## src/hw/rtl/sliding_window_latency_trend_estimator_top_assert.svh

```systemverilog
// ----------------------------------------------------------------------------
// Assertion macros for the latency trend estimator
// Immediate-implication and next-cycle-implication checks on the clock.
// ----------------------------------------------------------------------------
`ifndef SLIDING_WINDOW_LATENCY_TREND_ESTIMATOR_TOP_ASSERT_SVH
`define SLIDING_WINDOW_LATENCY_TREND_ESTIMATOR_TOP_ASSERT_SVH

// Consequent must hold in the same cycle as the antecedent
`define SWLTE_ASSERT_SAME(lbl, clk, rst_n, ante, cons, msg) \
	lbl: assert property (@(posedge clk) disable iff (!rst_n) (ante) |-> (cons)) \
		else $error(msg);

// Consequent must hold in the cycle after the antecedent
`define SWLTE_ASSERT_NEXT(lbl, clk, rst_n, ante, cons, msg) \
	lbl: assert property (@(posedge clk) disable iff (!rst_n) (ante) |=> (cons)) \
		else $error(msg);

`endif

```

## src/hw/rtl/swlte_pkg.sv

```systemverilog
// ----------------------------------------------------------------------------
// swlte_pkg
// Shared constants, types and command/status bundles of the trend estimator.
// ----------------------------------------------------------------------------
package swlte_pkg;

	// Window and field widths
	localparam int unsigned WINDOW_SIZE = 16;
	localparam int unsigned COST_W      = 16;
	localparam int unsigned LOAD_W      = 16;
	localparam int unsigned EST_W       = 32;
	localparam int unsigned IDX_W       = $clog2(WINDOW_SIZE);
	localparam int unsigned CNT_W       = $clog2(WINDOW_SIZE + 1);
	localparam int unsigned SUM_W       = COST_W + IDX_W;
	localparam int unsigned NUM_W       = COST_W + 2 * IDX_W + 2;
	localparam int unsigned SLOPE_SHIFT = 6;

	// Mean divider: two quotient bits per cycle
	localparam int unsigned DIV_W      = ((SUM_W + 1) / 2) * 2;
	localparam int unsigned DIV_STEPS  = DIV_W / 2;
	localparam int unsigned STEP_CNT_W = $clog2(DIV_STEPS + 1);

	localparam logic [LOAD_W-1:0] LOAD_MAX = '1;
	localparam logic [CNT_W-1:0]  FULL_CNT = CNT_W'(WINDOW_SIZE);
	localparam logic [IDX_W-1:0]  LAST_IDX = IDX_W'(WINDOW_SIZE - 1);

	// Centre of the x axis, truncated
	localparam logic signed [IDX_W:0] X_MID = (IDX_W+1)'((WINDOW_SIZE - 1) / 2);

	localparam logic signed [EST_W-1:0] EST_MAX = {1'b0, {(EST_W-1){1'b1}}};
	localparam logic signed [EST_W-1:0] EST_MIN = {1'b1, {(EST_W-1){1'b0}}};

	// Least-squares denominator with the integer approximations
	function automatic longint slope_den();
		longint xn;
		longint den;
		xn  = longint'(WINDOW_SIZE) - 1;
		den = longint'(WINDOW_SIZE) * ((xn * xn) / 4);
		for (longint i = 0; i < longint'(WINDOW_SIZE); i++) begin
			den += i * (i - xn);
		end
		return den;
	endfunction

	localparam longint             SLOPE_DEN = slope_den();
	localparam bit                 DEN_ZERO  = (SLOPE_DEN == 0);

	// Largest numerator magnitude: full-scale deviation at every x
	function automatic longint num_mag_max();
		longint xa;
		longint tot;
		xa  = (longint'(WINDOW_SIZE) - 1) / 2;
		tot = 0;
		for (longint i = 0; i < longint'(WINDOW_SIZE); i++) begin
			tot += (i < xa) ? (xa - i) : (i - xa);
		end
		return tot * ((longint'(1) << COST_W) - 1);
	endfunction

	// Slope division by the constant denominator as a reciprocal multiply:
	// quotient bits plus denominator bits of shift keep the floor exact
	localparam longint      NUM_MAG_MAX = num_mag_max();
	localparam int unsigned MAG_W       = $clog2(NUM_MAG_MAX + 1);
	localparam int unsigned QUO_W       = MAG_W + SLOPE_SHIFT;
	localparam int unsigned DEN_W       = $clog2(SLOPE_DEN);
	localparam int unsigned RECIP_SHIFT = QUO_W + DEN_W;

	function automatic longint slope_recip();
		longint pw;
		pw = longint'(1) << RECIP_SHIFT;
		if (SLOPE_DEN <= 0) begin
			return 0;
		end
		return (pw + SLOPE_DEN - 1) / SLOPE_DEN;
	endfunction

	localparam longint             RECIP_VAL = slope_recip();
	localparam int unsigned        RECIP_W   = $clog2(RECIP_VAL + 1) + 1;
	localparam logic [RECIP_W-1:0] RECIP     = RECIP_W'(RECIP_VAL);

	// Slope and product widths
	localparam int unsigned SLOPE_W = QUO_W + 1;
	localparam int unsigned MULT_W  = LOAD_W + 1;
	localparam int unsigned PROD_W  = SLOPE_W + MULT_W + 1;

	// Item operation codes
	typedef enum logic {
		OP_DONE = 1'b0,
		OP_NEW  = 1'b1
	} op_t;

	// Controller to datapath
	typedef struct packed {
		logic     accept;
		logic     update;
		logic     div_start;
		logic     mean_load;
		logic     walk_init;
		logic     walk;
		logic     quo_load;
		logic     slope_load;
		logic     mul_load;
		logic     out_load;
	} cmd_t;

	// Datapath to controller
	typedef struct packed {
		op_t  op;
		logic full;
		logic div_done;
		logic div_busy;
		logic walk_done;
	} sts_t;

endpackage

```

## src/hw/rtl/swlte_in_if.sv

```systemverilog
// ----------------------------------------------------------------------------
// swlte_in_if
// Input channel: completion or new-request event, valid/ready handshake.
// ----------------------------------------------------------------------------
interface swlte_in_if;
	logic                          valid;
	logic                          ready;
	logic                          op;
	logic [swlte_pkg::COST_W-1:0]  cost;

	modport source (output valid, op, cost, input ready);
	modport sink   (input valid, op, cost, output ready);
endinterface

```

## src/hw/rtl/swlte_out_if.sv

```systemverilog
// ----------------------------------------------------------------------------
// swlte_out_if
// Result channel: estimated delay and average cost, valid/ready handshake.
// ----------------------------------------------------------------------------
interface swlte_out_if;
	logic                                valid;
	logic                                ready;
	logic signed [swlte_pkg::EST_W-1:0]  estimated_delay;
	logic [swlte_pkg::COST_W-1:0]        average_cost;

	modport source (output valid, estimated_delay, average_cost, input ready);
	modport sink   (input valid, estimated_delay, average_cost, output ready);
endinterface

```

## src/hw/rtl/swlte_div.sv

```systemverilog
// ----------------------------------------------------------------------------
// swlte_div
// Unsigned restoring divider, two quotient bits per cycle.
// ----------------------------------------------------------------------------
module swlte_div (
	input  logic                           clk,
	input  logic                           arst_n,
	input  logic                           start,
	input  logic [swlte_pkg::DIV_W-1:0]    dividend,
	input  logic [swlte_pkg::DIV_W-1:0]    divisor,
	output logic [swlte_pkg::DIV_W-1:0]    quotient,
	output logic                           done,
	output logic                           busy
);

	logic [swlte_pkg::DIV_W:0]          rem_q;
	logic [swlte_pkg::DIV_W-1:0]        quo_q;
	logic [swlte_pkg::DIV_W-1:0]        dvs_q;
	logic [swlte_pkg::STEP_CNT_W-1:0]   cnt_q;
	logic                               busy_q;
	logic                               done_q;
	logic [swlte_pkg::DIV_W:0]          rem_n;
	logic [swlte_pkg::DIV_W-1:0]        quo_n;

	// Two shift/compare/subtract steps
	always_comb begin
		rem_n = rem_q;
		quo_n = quo_q;
		for (int k = 0; k < 2; k++) begin
			rem_n = {rem_n[swlte_pkg::DIV_W-1:0], quo_n[swlte_pkg::DIV_W-1]};
			quo_n = {quo_n[swlte_pkg::DIV_W-2:0], 1'b0};
			if (rem_n >= {1'b0, dvs_q}) begin
				rem_n    = rem_n - {1'b0, dvs_q};
				quo_n[0] = 1'b1;
			end
		end
	end

	// Step counter and flags
	always_ff @(posedge clk or negedge arst_n) begin
		if (!arst_n) begin
			busy_q <= 1'b0;
			done_q <= 1'b0;
			cnt_q  <= '0;
		end else begin
			done_q <= 1'b0;
			if (start) begin
				busy_q <= 1'b1;
				cnt_q  <= swlte_pkg::STEP_CNT_W'(swlte_pkg::DIV_STEPS);
			end else if (busy_q) begin
				cnt_q <= cnt_q - 1'b1;
				if (cnt_q == swlte_pkg::STEP_CNT_W'(1)) begin
					busy_q <= 1'b0;
					done_q <= 1'b1;
				end
			end
		end
	end

	// Operand and partial result registers
	always_ff @(posedge clk) begin
		if (start) begin
			rem_q <= '0;
			quo_q <= dividend;
			dvs_q <= divisor;
		end else if (busy_q) begin
			rem_q <= rem_n;
			quo_q <= quo_n;
		end
	end

	assign quotient = quo_q;
	assign done     = done_q;
	assign busy     = busy_q;

endmodule

```

## src/hw/rtl/swlte_dp.sv

```systemverilog
// ----------------------------------------------------------------------------
// swlte_dp
// Datapath: sample ring, running sum, load counter, slope accumulation,
// mean divider, reciprocal slope scaling, load multiply and output registers.
// ----------------------------------------------------------------------------
module swlte_dp (
	input  logic                                 clk,
	input  logic                                 arst_n,
	input  swlte_pkg::cmd_t                      cmd,
	output swlte_pkg::sts_t                      sts,
	input  logic                                 item_op,
	input  logic [swlte_pkg::COST_W-1:0]         item_cost,
	output logic signed [swlte_pkg::EST_W-1:0]   est,
	output logic [swlte_pkg::COST_W-1:0]         avg
);

	// Captured item
	swlte_pkg::op_t                      op_q;
	logic [swlte_pkg::COST_W-1:0]        cost_q;

	// Window state
	logic [swlte_pkg::COST_W-1:0]        ring_mem [swlte_pkg::WINDOW_SIZE];
	logic [swlte_pkg::WINDOW_SIZE-1:0]   vld_q;
	logic [swlte_pkg::IDX_W-1:0]         wp_q;
	logic [swlte_pkg::CNT_W-1:0]         fill_q;
	logic [swlte_pkg::SUM_W-1:0]         sum_q;
	logic [swlte_pkg::COST_W-1:0]        mean_q;
	logic [swlte_pkg::LOAD_W-1:0]        load_q;

	// Ring read port
	logic [swlte_pkg::IDX_W-1:0]         rd_addr;
	logic                                rd_en;
	logic                                wr_en;
	logic [swlte_pkg::COST_W-1:0]        rdata_s1;
	logic                                rhit_s1;
	logic [swlte_pkg::COST_W-1:0]        old_cost;

	// Window walk
	logic [swlte_pkg::IDX_W-1:0]         rd_q;
	logic [swlte_pkg::CNT_W-1:0]         iss_q;
	logic                                issue;
	logic                                rv_s1;
	logic [swlte_pkg::IDX_W-1:0]         ci_s1;
	logic signed [swlte_pkg::IDX_W:0]    coef;
	logic signed [swlte_pkg::COST_W:0]   diff;
	logic signed [swlte_pkg::IDX_W+swlte_pkg::COST_W+1:0] term;
	logic signed [swlte_pkg::NUM_W-1:0]  acc_q;
	logic [swlte_pkg::MAG_W-1:0]         acc_mag;

	// Mean divider
	logic [swlte_pkg::DIV_W-1:0]         dvd;
	logic [swlte_pkg::DIV_W-1:0]         dvs;
	logic [swlte_pkg::DIV_W-1:0]         quo;
	logic                                div_done;
	logic                                div_busy;

	// Slope by reciprocal
	logic [swlte_pkg::MAG_W+swlte_pkg::RECIP_W-1:0] rprod;
	logic [swlte_pkg::QUO_W-1:0]          mag_q;
	logic                                 neg_q;

	// Estimate
	logic signed [swlte_pkg::SLOPE_W-1:0] slope_q;
	logic [swlte_pkg::MULT_W-1:0]         load_p1;
	logic signed [swlte_pkg::PROD_W-1:0]  prod_q;
	logic signed [swlte_pkg::PROD_W:0]    est_sum;
	logic signed [swlte_pkg::EST_W-1:0]   est_sat;
	logic signed [swlte_pkg::EST_W-1:0]   est_q;
	logic [swlte_pkg::COST_W-1:0]         avg_q;

	function automatic logic [swlte_pkg::IDX_W-1:0] next_idx(
		input logic [swlte_pkg::IDX_W-1:0] idx
	);
		return (idx == swlte_pkg::LAST_IDX) ? '0 : idx + 1'b1;
	endfunction

	// Item capture
	always_ff @(posedge clk) begin
		if (cmd.accept) begin
			op_q   <= swlte_pkg::op_t'(item_op);
			cost_q <= item_cost;
		end
	end

	// Ring memory, one read and one write port, registered read
	assign issue   = cmd.walk && (iss_q != swlte_pkg::FULL_CNT);
	assign rd_addr = cmd.walk ? rd_q : wp_q;
	assign rd_en   = cmd.accept || issue;
	assign wr_en   = cmd.update && (op_q == swlte_pkg::OP_DONE);

	always_ff @(posedge clk) begin
		if (rd_en) begin
			rdata_s1 <= ring_mem[rd_addr];
			rhit_s1  <= vld_q[rd_addr];
		end
		if (wr_en) begin
			ring_mem[wp_q] <= cost_q;
		end
	end

	// An entry never written reads as zero
	assign old_cost = rhit_s1 ? rdata_s1 : '0;

	// Window bookkeeping and load counter
	always_ff @(posedge clk or negedge arst_n) begin
		if (!arst_n) begin
			vld_q  <= '0;
			wp_q   <= '0;
			fill_q <= '0;
			sum_q  <= '0;
			mean_q <= '0;
			load_q <= '0;
		end else begin
			if (cmd.update) begin
				if (op_q == swlte_pkg::OP_DONE) begin
					vld_q[wp_q] <= 1'b1;
					wp_q        <= next_idx(wp_q);
					sum_q       <= sum_q - swlte_pkg::SUM_W'(old_cost)
					               + swlte_pkg::SUM_W'(cost_q);
					if (fill_q != swlte_pkg::FULL_CNT) begin
						fill_q <= fill_q + 1'b1;
					end
					if (load_q != '0) begin
						load_q <= load_q - 1'b1;
					end
				end else if (load_q != swlte_pkg::LOAD_MAX) begin
					load_q <= load_q + 1'b1;
				end
			end
			if (cmd.mean_load) begin
				mean_q <= quo[swlte_pkg::COST_W-1:0];
			end
		end
	end

	// Walk control: oldest sample first
	always_ff @(posedge clk or negedge arst_n) begin
		if (!arst_n) begin
			rd_q  <= '0;
			iss_q <= '0;
			rv_s1 <= 1'b0;
		end else begin
			rv_s1 <= issue;
			if (cmd.walk_init) begin
				rd_q  <= wp_q;
				iss_q <= '0;
			end else if (issue) begin
				rd_q  <= next_idx(rd_q);
				iss_q <= iss_q + 1'b1;
			end
		end
	end

	always_ff @(posedge clk) begin
		if (issue) begin
			ci_s1 <= iss_q[swlte_pkg::IDX_W-1:0];
		end
	end

	// Numerator accumulation
	assign coef = $signed({1'b0, ci_s1}) - swlte_pkg::X_MID;
	assign diff = $signed({1'b0, old_cost}) - $signed({1'b0, mean_q});
	assign term = coef * diff;

	always_ff @(posedge clk) begin
		if (cmd.walk_init) begin
			acc_q <= '0;
		end else if (rv_s1) begin
			acc_q <= acc_q + swlte_pkg::NUM_W'(term);
		end
	end

	assign acc_mag = acc_q[swlte_pkg::NUM_W-1] ? swlte_pkg::MAG_W'(-acc_q)
	                                           : swlte_pkg::MAG_W'(acc_q);

	// Mean divider operands
	assign dvd = swlte_pkg::DIV_W'(sum_q);
	assign dvs = swlte_pkg::DIV_W'(fill_q);

	swlte_div u_div (
		.clk      (clk),
		.arst_n   (arst_n),
		.start    (cmd.div_start),
		.dividend (dvd),
		.divisor  (dvs),
		.quotient (quo),
		.done     (div_done),
		.busy     (div_busy)
	);

	// Slope magnitude: 64 * |num| / den through the reciprocal, floored
	assign rprod = acc_mag * swlte_pkg::RECIP;

	always_ff @(posedge clk) begin
		if (cmd.quo_load) begin
			mag_q <= swlte_pkg::QUO_W'(rprod >>
			         (swlte_pkg::RECIP_SHIFT - swlte_pkg::SLOPE_SHIFT));
			neg_q <= acc_q[swlte_pkg::NUM_W-1];
		end
	end

	// Signed slope, truncated toward zero
	always_ff @(posedge clk) begin
		if (cmd.slope_load) begin
			if (swlte_pkg::DEN_ZERO) begin
				slope_q <= '0;
			end else if (neg_q) begin
				slope_q <= -$signed({1'b0, mag_q});
			end else begin
				slope_q <= $signed({1'b0, mag_q});
			end
		end
	end

	// Scale by load plus one
	assign load_p1 = {1'b0, load_q} + swlte_pkg::MULT_W'(1);

	always_ff @(posedge clk) begin
		if (cmd.mul_load) begin
			prod_q <= slope_q * $signed({1'b0, load_p1});
		end
	end

	// Floor shift, add mean and saturate
	assign est_sum = (swlte_pkg::PROD_W+1)'($signed({1'b0, mean_q}))
	               + (swlte_pkg::PROD_W+1)'(prod_q >>> swlte_pkg::SLOPE_SHIFT);

	always_comb begin
		priority if (est_sum > swlte_pkg::EST_MAX) begin
			est_sat = swlte_pkg::EST_MAX;
		end else if (est_sum < swlte_pkg::EST_MIN) begin
			est_sat = swlte_pkg::EST_MIN;
		end else begin
			est_sat = est_sum[swlte_pkg::EST_W-1:0];
		end
	end

	// Output register
	always_ff @(posedge clk) begin
		if (cmd.out_load) begin
			est_q <= (fill_q == swlte_pkg::FULL_CNT) ? est_sat
			                                         : swlte_pkg::EST_W'(mean_q);
			avg_q <= mean_q;
		end
	end

	assign est = est_q;
	assign avg = avg_q;

	// Status
	assign sts.op        = op_q;
	assign sts.full      = (fill_q == swlte_pkg::FULL_CNT);
	assign sts.div_done  = div_done;
	assign sts.div_busy  = div_busy;
	assign sts.walk_done = (iss_q == swlte_pkg::FULL_CNT) && !rv_s1;

endmodule

```

## src/hw/rtl/swlte_ctrl.sv

```systemverilog
// ----------------------------------------------------------------------------
// swlte_ctrl
// Controller: sequences update, mean division, window walk, slope scaling,
// load multiply and result transfer.
// ----------------------------------------------------------------------------
module swlte_ctrl (
	input  logic             clk,
	input  logic             arst_n,
	input  logic             in_valid,
	output logic             in_ready,
	output logic             out_valid,
	input  logic             out_ready,
	input  swlte_pkg::sts_t  sts,
	output swlte_pkg::cmd_t  cmd
);

	typedef enum logic [9:0] {
		S_IDLE   = 10'b00_0000_0001,
		S_UPD    = 10'b00_0000_0010,
		S_MSTART = 10'b00_0000_0100,
		S_MWAIT  = 10'b00_0000_1000,
		S_WINIT  = 10'b00_0001_0000,
		S_WALK   = 10'b00_0010_0000,
		S_QUO    = 10'b00_0100_0000,
		S_SLOPE  = 10'b00_1000_0000,
		S_MUL    = 10'b01_0000_0000,
		S_DONE   = 10'b10_0000_0000
	} state_t;

	state_t state_q;
	state_t state_n;
	logic   out_vld_q;
	logic   room;

	// Output register is free or being emptied this cycle
	assign room = !out_vld_q || out_ready;

	// Next state and commands
	always_comb begin
		state_n = state_q;
		cmd     = '0;
		unique case (state_q)
			S_IDLE: begin
				if (in_valid) begin
					cmd.accept = 1'b1;
					state_n    = S_UPD;
				end
			end
			S_UPD: begin
				cmd.update = 1'b1;
				if (sts.op == swlte_pkg::OP_DONE) begin
					state_n = S_MSTART;
				end else begin
					state_n = sts.full ? S_WINIT : S_DONE;
				end
			end
			S_MSTART: begin
				cmd.div_start = 1'b1;
				state_n       = S_MWAIT;
			end
			S_MWAIT: begin
				if (sts.div_done) begin
					cmd.mean_load = 1'b1;
					state_n       = sts.full ? S_WINIT : S_DONE;
				end
			end
			S_WINIT: begin
				cmd.walk_init = 1'b1;
				state_n       = S_WALK;
			end
			S_WALK: begin
				cmd.walk = 1'b1;
				if (sts.walk_done) begin
					state_n = S_QUO;
				end
			end
			S_QUO: begin
				cmd.quo_load = 1'b1;
				state_n      = S_SLOPE;
			end
			S_SLOPE: begin
				cmd.slope_load = 1'b1;
				state_n        = S_MUL;
			end
			S_MUL: begin
				cmd.mul_load = 1'b1;
				state_n      = S_DONE;
			end
			S_DONE: begin
				if (room) begin
					cmd.out_load = 1'b1;
					state_n      = S_IDLE;
				end
			end
			default: begin
				state_n = S_IDLE;
			end
		endcase
	end

	// State and result-valid registers
	always_ff @(posedge clk or negedge arst_n) begin
		if (!arst_n) begin
			state_q   <= S_IDLE;
			out_vld_q <= 1'b0;
		end else begin
			state_q <= state_n;
			if (cmd.out_load) begin
				out_vld_q <= 1'b1;
			end else if (out_ready) begin
				out_vld_q <= 1'b0;
			end
		end
	end

	assign in_ready  = (state_q == S_IDLE);
	assign out_valid = out_vld_q;

endmodule

```

## src/hw/rtl/sliding_window_latency_trend_estimator_top.sv

```systemverilog
// Each item is updated into the window; a completion then has the mean divided, and with a
// full window either kind of event then runs the window walk, slope scaling and load multiply
// before the result register is loaded, which waits while an earlier result is untransferred.
// Only one item is in work: the next is taken in the cycle after the result register loads.
// Time goes to the window walk (one sample a cycle) and the two-bit-per-cycle mean divider.
// Reset (arst_n low, asynchronous) empties the window and clears sum, mean and load.
// ----------------------------------------------------------------------------
// sliding_window_latency_trend_estimator_top
// Moving average of request cost with a least-squares trend scaled by load.
// ----------------------------------------------------------------------------
`include "sliding_window_latency_trend_estimator_top_assert.svh"

module sliding_window_latency_trend_estimator_top (
	input  logic          clk,
	input  logic          arst_n,
	swlte_in_if.sink      item,
	swlte_out_if.source   result
);

	swlte_pkg::cmd_t cmd;
	swlte_pkg::sts_t sts;

	swlte_ctrl u_ctrl (
		.clk       (clk),
		.arst_n    (arst_n),
		.in_valid  (item.valid),
		.in_ready  (item.ready),
		.out_valid (result.valid),
		.out_ready (result.ready),
		.sts       (sts),
		.cmd       (cmd)
	);

	swlte_dp u_dp (
		.clk       (clk),
		.arst_n    (arst_n),
		.cmd       (cmd),
		.sts       (sts),
		.item_op   (item.op),
		.item_cost (item.cost),
		.est       (result.estimated_delay),
		.avg       (result.average_cost)
	);

	// One item in flight: no transfer in the cycle after an accepted item
	`SWLTE_ASSERT_NEXT(a_one_in_flight, clk, arst_n, item.valid && item.ready, !item.ready, "item taken while previous still in work")

	// A finished result never overwrites one not yet transferred
	`SWLTE_ASSERT_SAME(a_no_overwrite, clk, arst_n, cmd.out_load, !result.valid || result.ready, "result register overwritten")

	// Divider is never restarted mid-division
	`SWLTE_ASSERT_SAME(a_div_idle_on_start, clk, arst_n, cmd.div_start, !sts.div_busy, "divider restarted while busy")

	// The slope walk only runs over a full window
	`SWLTE_ASSERT_SAME(a_walk_full, clk, arst_n, cmd.walk_init, sts.full, "window walk started before window full")

endmodule
```

## src/flat_wrapper.sv

```systemverilog
// flat-port wrapper written by rule: the top's interface ports become plain ports
module sliding_window_latency_trend_estimator_top_flat 
  (clk, arst_n, item_valid, item_op, item_cost, item_ready, result_valid, result_estimated_delay, result_average_cost, result_ready);
  swlte_in_if item_i ();
  swlte_out_if result_i ();
  input  logic clk;
  input  logic arst_n;
  input wire logic [$bits(item_i.valid)-1:0] item_valid;
  input wire logic [$bits(item_i.op)-1:0] item_op;
  input wire logic [$bits(item_i.cost)-1:0] item_cost;
  output wire logic [$bits(item_i.ready)-1:0] item_ready;
  output wire logic [$bits(result_i.valid)-1:0] result_valid;
  output wire logic [$bits(result_i.estimated_delay)-1:0] result_estimated_delay;
  output wire logic [$bits(result_i.average_cost)-1:0] result_average_cost;
  input wire logic [$bits(result_i.ready)-1:0] result_ready;
  assign item_i.valid = item_valid;
  assign item_i.op = item_op;
  assign item_i.cost = item_cost;
  assign item_ready = item_i.ready;
  assign result_valid = result_i.valid;
  assign result_estimated_delay = result_i.estimated_delay;
  assign result_average_cost = result_i.average_cost;
  assign result_i.ready = result_ready;
  sliding_window_latency_trend_estimator_top u_core (.clk(clk), .arst_n(arst_n), .item(item_i), .result(result_i));
endmodule
```

## config.mk

```make
export PLATFORM = sky130hd
export DESIGN_NAME = sliding_window_latency_trend_estimator_top_flat
export DESIGN_NICKNAME = d
export VERILOG_FILES = /design/src/hw/rtl/swlte_pkg.sv /design/src/hw/rtl/swlte_in_if.sv /design/src/hw/rtl/swlte_out_if.sv /design/src/hw/rtl/swlte_div.sv /design/src/hw/rtl/swlte_dp.sv /design/src/hw/rtl/swlte_ctrl.sv /design/src/hw/rtl/sliding_window_latency_trend_estimator_top.sv /design/src/flat_wrapper.sv
export VERILOG_INCLUDE_DIRS = /design/src /design/src/hw/rtl
export SDC_FILE = /design/constraint.sdc
export NUM_CORES = 2
export LEC_CHECK = 0
export ABC_CLOCK_PERIOD_IN_PS = 11400
export BUFFER_PORTS_ARGS = -buffer_cell sky130_fd_sc_hd__buf_2
export CORE_UTILIZATION = 32
export CTS_BUF_LIST = sky130_fd_sc_hd__clkbuf_4 sky130_fd_sc_hd__clkbuf_8
export CTS_CLUSTER_DIAMETER = 80
export DETAILED_ROUTE_END_ITERATION = 10
export PLACE_DENSITY = 0.5
export SYNTH_ARGS = -nofsm -noshare
export SYNTH_HDL_FRONTEND = slang
export SYNTH_SLANG_ARGS = --single-unit
```

## constraint.sdc

```tcl
create_clock -name clk -period 11.4 [get_ports clk]
set_input_delay 2.85 -clock clk [delete_from_list [all_inputs] [get_ports clk]]
set_output_delay 2.85 -clock clk [all_outputs]
set_load 0.02 [all_outputs]
```

* After elaboration in Yosys (flattened, before gate mapping)
Memory sizes are Yosys's and may differ from the RTL's. A register that Yosys moved wholly into a read port is not among the register bits.
Cells that the tools add are included.
** Storage, ports and cells
- Memories :: 1
- Register bits :: 342
- Bits of input ports :: 21
- Logic and storage cells :: 163
- RAM bits :: 256
- Output and inout bits :: 50
** Operators by class
- Reduce and logical (&&, ||, !) cells :: 18
- Bitwise gates (word level) :: 3
- $mul :: 3
- Muxes and demuxes :: 58
- Magnitude comparators :: 7
- Add/subtract/negate cells :: 18
- Equal/unequal tests :: 23
** Memory list
- u_core.u_dp.ring_mem :: words 16, width 16, read ports 1, clocked after memory_dff 1, wr ports 1, line swlte_dp.sv:22 : logic [swlte_pkg::COST_W-1:0] ring_mem [swlte_pkg::WINDOW_SIZE];
** Operator list (number)
- 20-bit 2-to-1 mux :: 5
- 10-bit case mux with 10 select lines :: 1
- 16-bit 2-to-1 mux :: 5
- 10-bit 2-to-1 mux :: 6
- 22-bit by 29-bit multiplier with 51-bit output, second input constant :: 1
- 29-bit by 18-bit multiplier with 47-bit output :: 1
- 17-bit by 41-bit adder with 42-bit output :: 1
- 21-bit by 5-bit >= comparator with 1-bit output :: 2
- 42-bit by 32-bit greater-than comparator with 1-bit output, second input constant :: 1
- 42-bit by 32-bit < comparator with 1-bit output, second input constant :: 1
- 20-bit by 5-bit subtractor with 20-bit output :: 2
- 32-bit 2-to-1 mux :: 1
- 31-bit 2-to-1 mux :: 1
- 20-bit negation with 29-bit output :: 1
- 4-bit 2-to-1 mux :: 7
- 1-bit 2-to-1 mux :: 27
- 26-bit by 22-bit adder with 26-bit output :: 1
- 5-bit by 17-bit multiplier with 22-bit output :: 1
- 22-bit 2-to-1 mux :: 1
- 22-bit negation :: 1
- 20-bit by 16-bit adder with 20-bit output :: 1
- 20-bit by 16-bit subtractor with 20-bit output :: 1
- 16-bit by 1-bit adder with 17-bit output, second input constant :: 1
- 16-bit by 16-bit subtractor with 17-bit output :: 1
- 39 further kinds :: 59

* Logic depth before layout (Yosys ltp)
- Word-level depth :: 6
- Gate-level depth with buffers :: 34
- Depth with buffers taken out :: 32

* Hierarchy
A second synthesis with hierarchy kept.
** Second synthesis, totals
- Cells, all modules :: 5542
- Area total of the unflattened synthesis :: 58298.4 um2
** By module, submodules not included
- swlte_dp :: instances 1, area each 52655.5 um2, cells each 4959, seq. area each 15700.1 um2
- swlte_div :: instances 1, area each 4842.1 um2, cells each 496, seq. area each 1751.7 um2
- swlte_ctrl :: instances 1, area each 800.8 um2, cells each 87, seq. area each 276.5 um2

* Worst setup path before layout
No wires, ideal clock.
- Path type :: register -> register
- Start point :: register u_core.u_dp.acc_q[0] (netlist bit)
- End point :: register u_core.u_dp.mag_q[13] (netlist bit), data pin
- Path buffers :: 0
- Required time :: 11.141 ns
- Arrival :: 7.513 ns
- Setup time :: 0.259 ns
- Cell stages (with the launch flop) :: 30
- Clock period less this slack :: 7.772 ns
- Setup slack :: 3.628 ns
- Path through :: dfxtp_1 -> inv_1 -> ha_1 -> nand2_1 -> or3_1 -> or4_1 -> or4_1 -> o41ai_1 -> xnor2_1 -> nor2b_1 -> ha_1 -> fa_1 -> inv_1 -> fa_1 -> inv_1 -> fa_1 -> fa_1 -> fa_1 -> ha_1 -> and4_1 -> and2_1 -> a311oi_1 -> a21oi_1 -> a21oi_1 -> nand3_1 -> a31oi_1 -> nor2_1 -> a21o_1 -> a21o_1 -> xor2_1
** On the way
- Word-level cells in the longest chain between the ends :: 3
** RTL lines
- from (decl) :: line swlte_dp.sv:47 : logic signed [swlte_pkg::NUM_W-1:0] acc_q;
- from (signal assigned) :: line swlte_dp.sv:169 : acc_q <= acc_q + swlte_pkg::NUM_W'(term);
- 22-bit negation :: line swlte_dp.sv:173 : assign acc_mag = acc_q[swlte_pkg::NUM_W-1] ? swlte_pkg::MAG_W'(-acc_q)
- 22-bit 2-to-1 mux (*) :: line swlte_dp.sv:173
- 22-bit by 29-bit multiplier with 51-bit output (*) :: line swlte_dp.sv:192 : assign rprod = acc_mag * swlte_pkg::RECIP;
- via u_core.u_dp.rprod (one bit) :: line swlte_dp.sv:58 : logic [swlte_pkg::MAG_W+swlte_pkg::RECIP_W-1:0] rprod;
- to (signal assigned) :: line swlte_dp.sv:196 : mag_q <= swlte_pkg::QUO_W'(rprod >>
- to (decl) :: line swlte_dp.sv:59 : logic [swlte_pkg::QUO_W-1:0] mag_q;
The timed path passes the listed nets; every way through them passes the cells marked *.
A chain may end at the register's enable or synchronous reset.

* Worst setup path in the final report
- Start point :: register u_core.u_dp.load_q[2] (netlist bit)
- End point :: register u_core.u_dp.prod_q[42] (netlist bit), data pin
** On the way
- Word-level cells in the longest chain between the ends :: 2
** RTL lines
- from (decl) :: line swlte_dp.sv:28 : logic [swlte_pkg::LOAD_W-1:0] load_q;
- from (signal assigned) :: line swlte_dp.sv:124 : load_q <= load_q - 1'b1;
- from (signal assigned) :: line swlte_dp.sv:127 : load_q <= load_q + 1'b1;
- 16-bit by 1-bit adder with 17-bit output :: line swlte_dp.sv:216 : assign load_p1 = {1'b0, load_q} + swlte_pkg::MULT_W'(1);
- 29-bit by 18-bit multiplier with 47-bit output :: line swlte_dp.sv:220 : prod_q <= slope_q * $signed({1'b0, load_p1});
- to (signal assigned) :: line swlte_dp.sv:220
- to (decl) :: line swlte_dp.sv:65 : logic signed [swlte_pkg::PROD_W-1:0] prod_q;
No other way between the ends.

==> summary.txt <==
Outcome
  – Run status: complete, no violations

Die
  – Die Y-Extent: 422.4 um
  – Core outline area: 174800 um2
  – Starting density of the core: 0.3236
  – Cell row count: 153
  – Top-level port count: 71
  – Die Area: 178400 um2
  – Chip Width: 422.4 um

Synth
  – Flip-flop and latch count after synthesis: 608
  – Post-Synthesis Mean Instance Area: 10.47 um2
  – Most frequently used flop master after synthesis: sky130_fd_sc_hd__edfxtp_1
  – Area share of the leading cell type in the synthesized netlist: 0.2432
  – Async set or reset register ratio after synthesis: 0.1711
  – Netlist cell types: 88
  – Synthesized cell area: 56550 um2
  – Synthesized net count: 6541
  – Post-synthesis cell type with the largest combined area: sky130_fd_sc_hd__edfxtp_1
  – Total of warnings raised by yosys: 0
  – Top cells by area in the synthesized netlist: sky130_fd_sc_hd__edfxtp_1 (24%), sky130_fd_sc_hd__fa_1 (24%), sky130_fd_sc_hd__ha_1 (9.6%)
  – Number of instances in the synthesized netlist: 5400
  – Number of synthesized flops with an enable pin: 458
  – Share of the yosys chip area belonging to registers: 0.3055

Worst setup path
  – Kind of capture point of the worst setup path: register
  – Critical path destination: u_core.u_dp.prod_q[42]
  – Dominant cell type by count on the critical path: sky130_fd_sc_hd__fa_1
  – Biggest fanout along the worst timing path: 21
  – Required time at the endpoint of the critical path: 12.01 ns
  – Gate family responsible for the most delay along the worst path: adder cells
  – Reg2Reg Setup Slack: 2.59 ns
  – Slowest library cell on the worst path: sky130_fd_sc_hd__fa_1
  – Number of cells on the critical path: 29
  – Arrival time of data at the critical path endpoint: 9.42 ns
  – Worst setup path startpoint: u_core.u_dp.load_q[2]
  – Startpoint of the worst register-to-register path: u_core.u_dp.load_q[2]
  – Worst setup path class: register to register
  – Crit start category: register
  – Reg2reg end: u_core.u_dp.prod_q[42]
  – Buf/Inv on CP: 4
  – Max incr delay on CP: 0.57 ns
  – Reg2Reg Depth: 29

Detailed routing
  – Violation count after the first detailed-route iteration: 1775
  – Total number of vias: 37530
  – Router iterations before antenna repair: 5
  – Average vias per placed instance: 4.770
  – Remaining antenna violation count: 0
  – Number of DRC violations after detailed routing: 0
  – Average wire per standard cell: 18.59 um
  – Final wirelength: 146300 um

Cells and area
  – Most common library cell in the layout ignoring fill and taps: sky130_fd_sc_hd__inv_1
  – Number of standard cells in the final layout excluding fillers: 7868
  – Fraction of final layout cells sized beyond drive strength 1: 0.08723
  – Signed area change from the synthesized netlist to the final layout: 9.945%
  – Post-route cell area: 62180 um2
  – Commonest cells after routing, fill and taps aside: sky130_fd_sc_hd__inv_1 (1008), sky130_fd_sc_hd__fa_1 (684), sky130_fd_sc_hd__nand2_1 (634)
  – Final-stage net count: 6588

Global route
  – Total global routing overflow: 0
  – First-pass GRT wire length: 232700 um
  – Number of global-route vias before repair: 40350
  – Antenna violations before repair: 8
  – Maximum number of pins on one net before global-route repair: 63
  – Gr usage total: 0.1663

Clock network
  – TritonCTS clock tree: done
  – Number of buffers created by CTS: 102
  – Post-CTS Resized: 0
  – Number of clock sinks: 608
  – Clock tree buffer depth: 3
  – Post-CTS clock slew at the launch and capture registers of the worst setup and hold paths: 0.07 ns
  – Hold buffer count at cts: 0
  – Latest clock arrival within the worst-skew pair: 0.85 ns
  – Post-CTS repair timing setup buffer count: 0
  – H-tree lvl count: 3
  – Root Buffer Master: sky130_fd_sc_hd__clkbuf_8

STA
  – Max Clock Skew: 0.04504 ns
  – Worst setup slack after layout: 2.586 ns
  – Accumulated negative setup slack: 0 ns
  – Worst-margin pin slew: 1.044 ns
  – RSZ-0062 raised after global routing: false
  – Hold violation count in the final report: 0
  – Highest clock frequency the design can meet: 113.5 MHz
  – Number of setup violations in the final report: 0
  – Final max-slew violation count: 0
  – Final period utilization: 0.7732
  – Relative slew slack: 0.3042
  – Min Tclk post-route: 8.814 ns

Place
  – Post-placement worst setup slack: 2.608 ns
  – Input/output buffers: 70
  – Placed cell areas: 59810 um2
  – Half-perimeter wire length after detailed placement: 114400 um
  – Total instance count after detailed placement: 7668
  – Routability cong.: 0.8448

Flow run
  – Number of maximum-capacitance violations: 0

Hold path
  – Worst Hold Class: register to register
[flip-flops by register name (all words and copies together), names as in the netlist, 4 cells and up]
signal	cells
u_core.u_ctrl.state_q	10
u_core.u_dp.acc_q	26
u_core.u_dp.avg	16
u_core.u_dp.ci_s1	4
u_core.u_dp.cost_q	16
u_core.u_dp.dvd	20
u_core.u_dp.est	32
u_core.u_dp.fill_q	5
u_core.u_dp.iss_q	5
u_core.u_dp.load_q	16
u_core.u_dp.mag_q	20
u_core.u_dp.mean_q	16
u_core.u_dp.prod_q	41
u_core.u_dp.rd_q	4
u_core.u_dp.rdata_s1	16
u_core.u_dp.ring_mem	256
u_core.u_dp.slope_q	29
u_core.u_dp.u_div.cnt_q	4
u_core.u_dp.u_div.dvs_q	5
u_core.u_dp.u_div.quotient	20
u_core.u_dp.u_div.rem_q	20
u_core.u_dp.vld_q	16
u_core.u_dp.wp_q	4
[how the worst min path moves through the flow]
stage	start	end	slack (ns)	cells past startpoint
after floorplan	u_core.u_dp.mag_q[0]	u_core.u_dp.slope_q[0]	0.43	0
after global placement	u_core.u_dp.vld_q[8]	u_core.u_dp.vld_q[8]	0.45	1
after detailed placement	u_core.u_dp.vld_q[14]	u_core.u_dp.vld_q[14]	0.45	1
after CTS	u_core.u_dp.mag_q[0]	u_core.u_dp.slope_q[0]	0.46	0
after global routing	u_core.u_dp.vld_q[14]	u_core.u_dp.vld_q[14]	0.47	1
final	u_core.u_dp.mag_q[0]	u_core.u_dp.slope_q[0]	0.46	0
[layout make-up]
cell class	count	area [um2]
fillers	17550	112600
diodes	6	15.01
flip-flops and latches	608	17280
clock buffers	154	1888
inverters	1009	3787
clock inverters	40	465.4
repair buffers	137	855.8
well taps	2325	2909
multi-input cells	3589	34980
[per-stage QoR]
stage / utilization / hold WS (ns)
2_1_floorplan: - / 0.4264
3_3_place_gp: 0.3422 / 0.4495
3_5_place_dp: 0.3422 / 0.4504
4_1_cts: 0.3557 / 0.4628
5_1_grt: 0.3557 / 0.4740
6_report: 0.3557 / 0.4555
[synthesized netlist by cell type, drive strengths merged (71+ instances only)]
cell type  number
fa            684
a21oi         145
edfxtp        458
xnor2         179
nand2         634
nand3          80
ha            436
nor2          184
and2          182
clkbuf        171
nor2b          71
a21o           79
inv          1008
o21ai         162
dfrtp         103
xor2           77
[per-layer routing]
layer	wire (um)	share of wire	GRT usage
met2	71900	0.49	0.2893
met1	65300	0.45	0.2158
met4	3495	0.024	0.04245
met3	5578	0.038	0.02351
met5	13	0.000089	0
[logic make-up (layout without fill, tap and decap cells)]
family          after synthesis  in the layout  synth area share
flops                       608            608            0.3055
simple gates               1429           1429            0.1220
fa+ha+maj                  1120           1120            0.3386
xor+xnor                    256            256           0.03965
other cells                   0              6                 0
compound gates              657            657           0.07571
mux                         127            127           0.03803
buf+inv                    1203           1340           0.08045
Power is left out: the tool's default activity adds up to more than one toggle a clock period on the data nets, which glitch-free logic cannot reach.
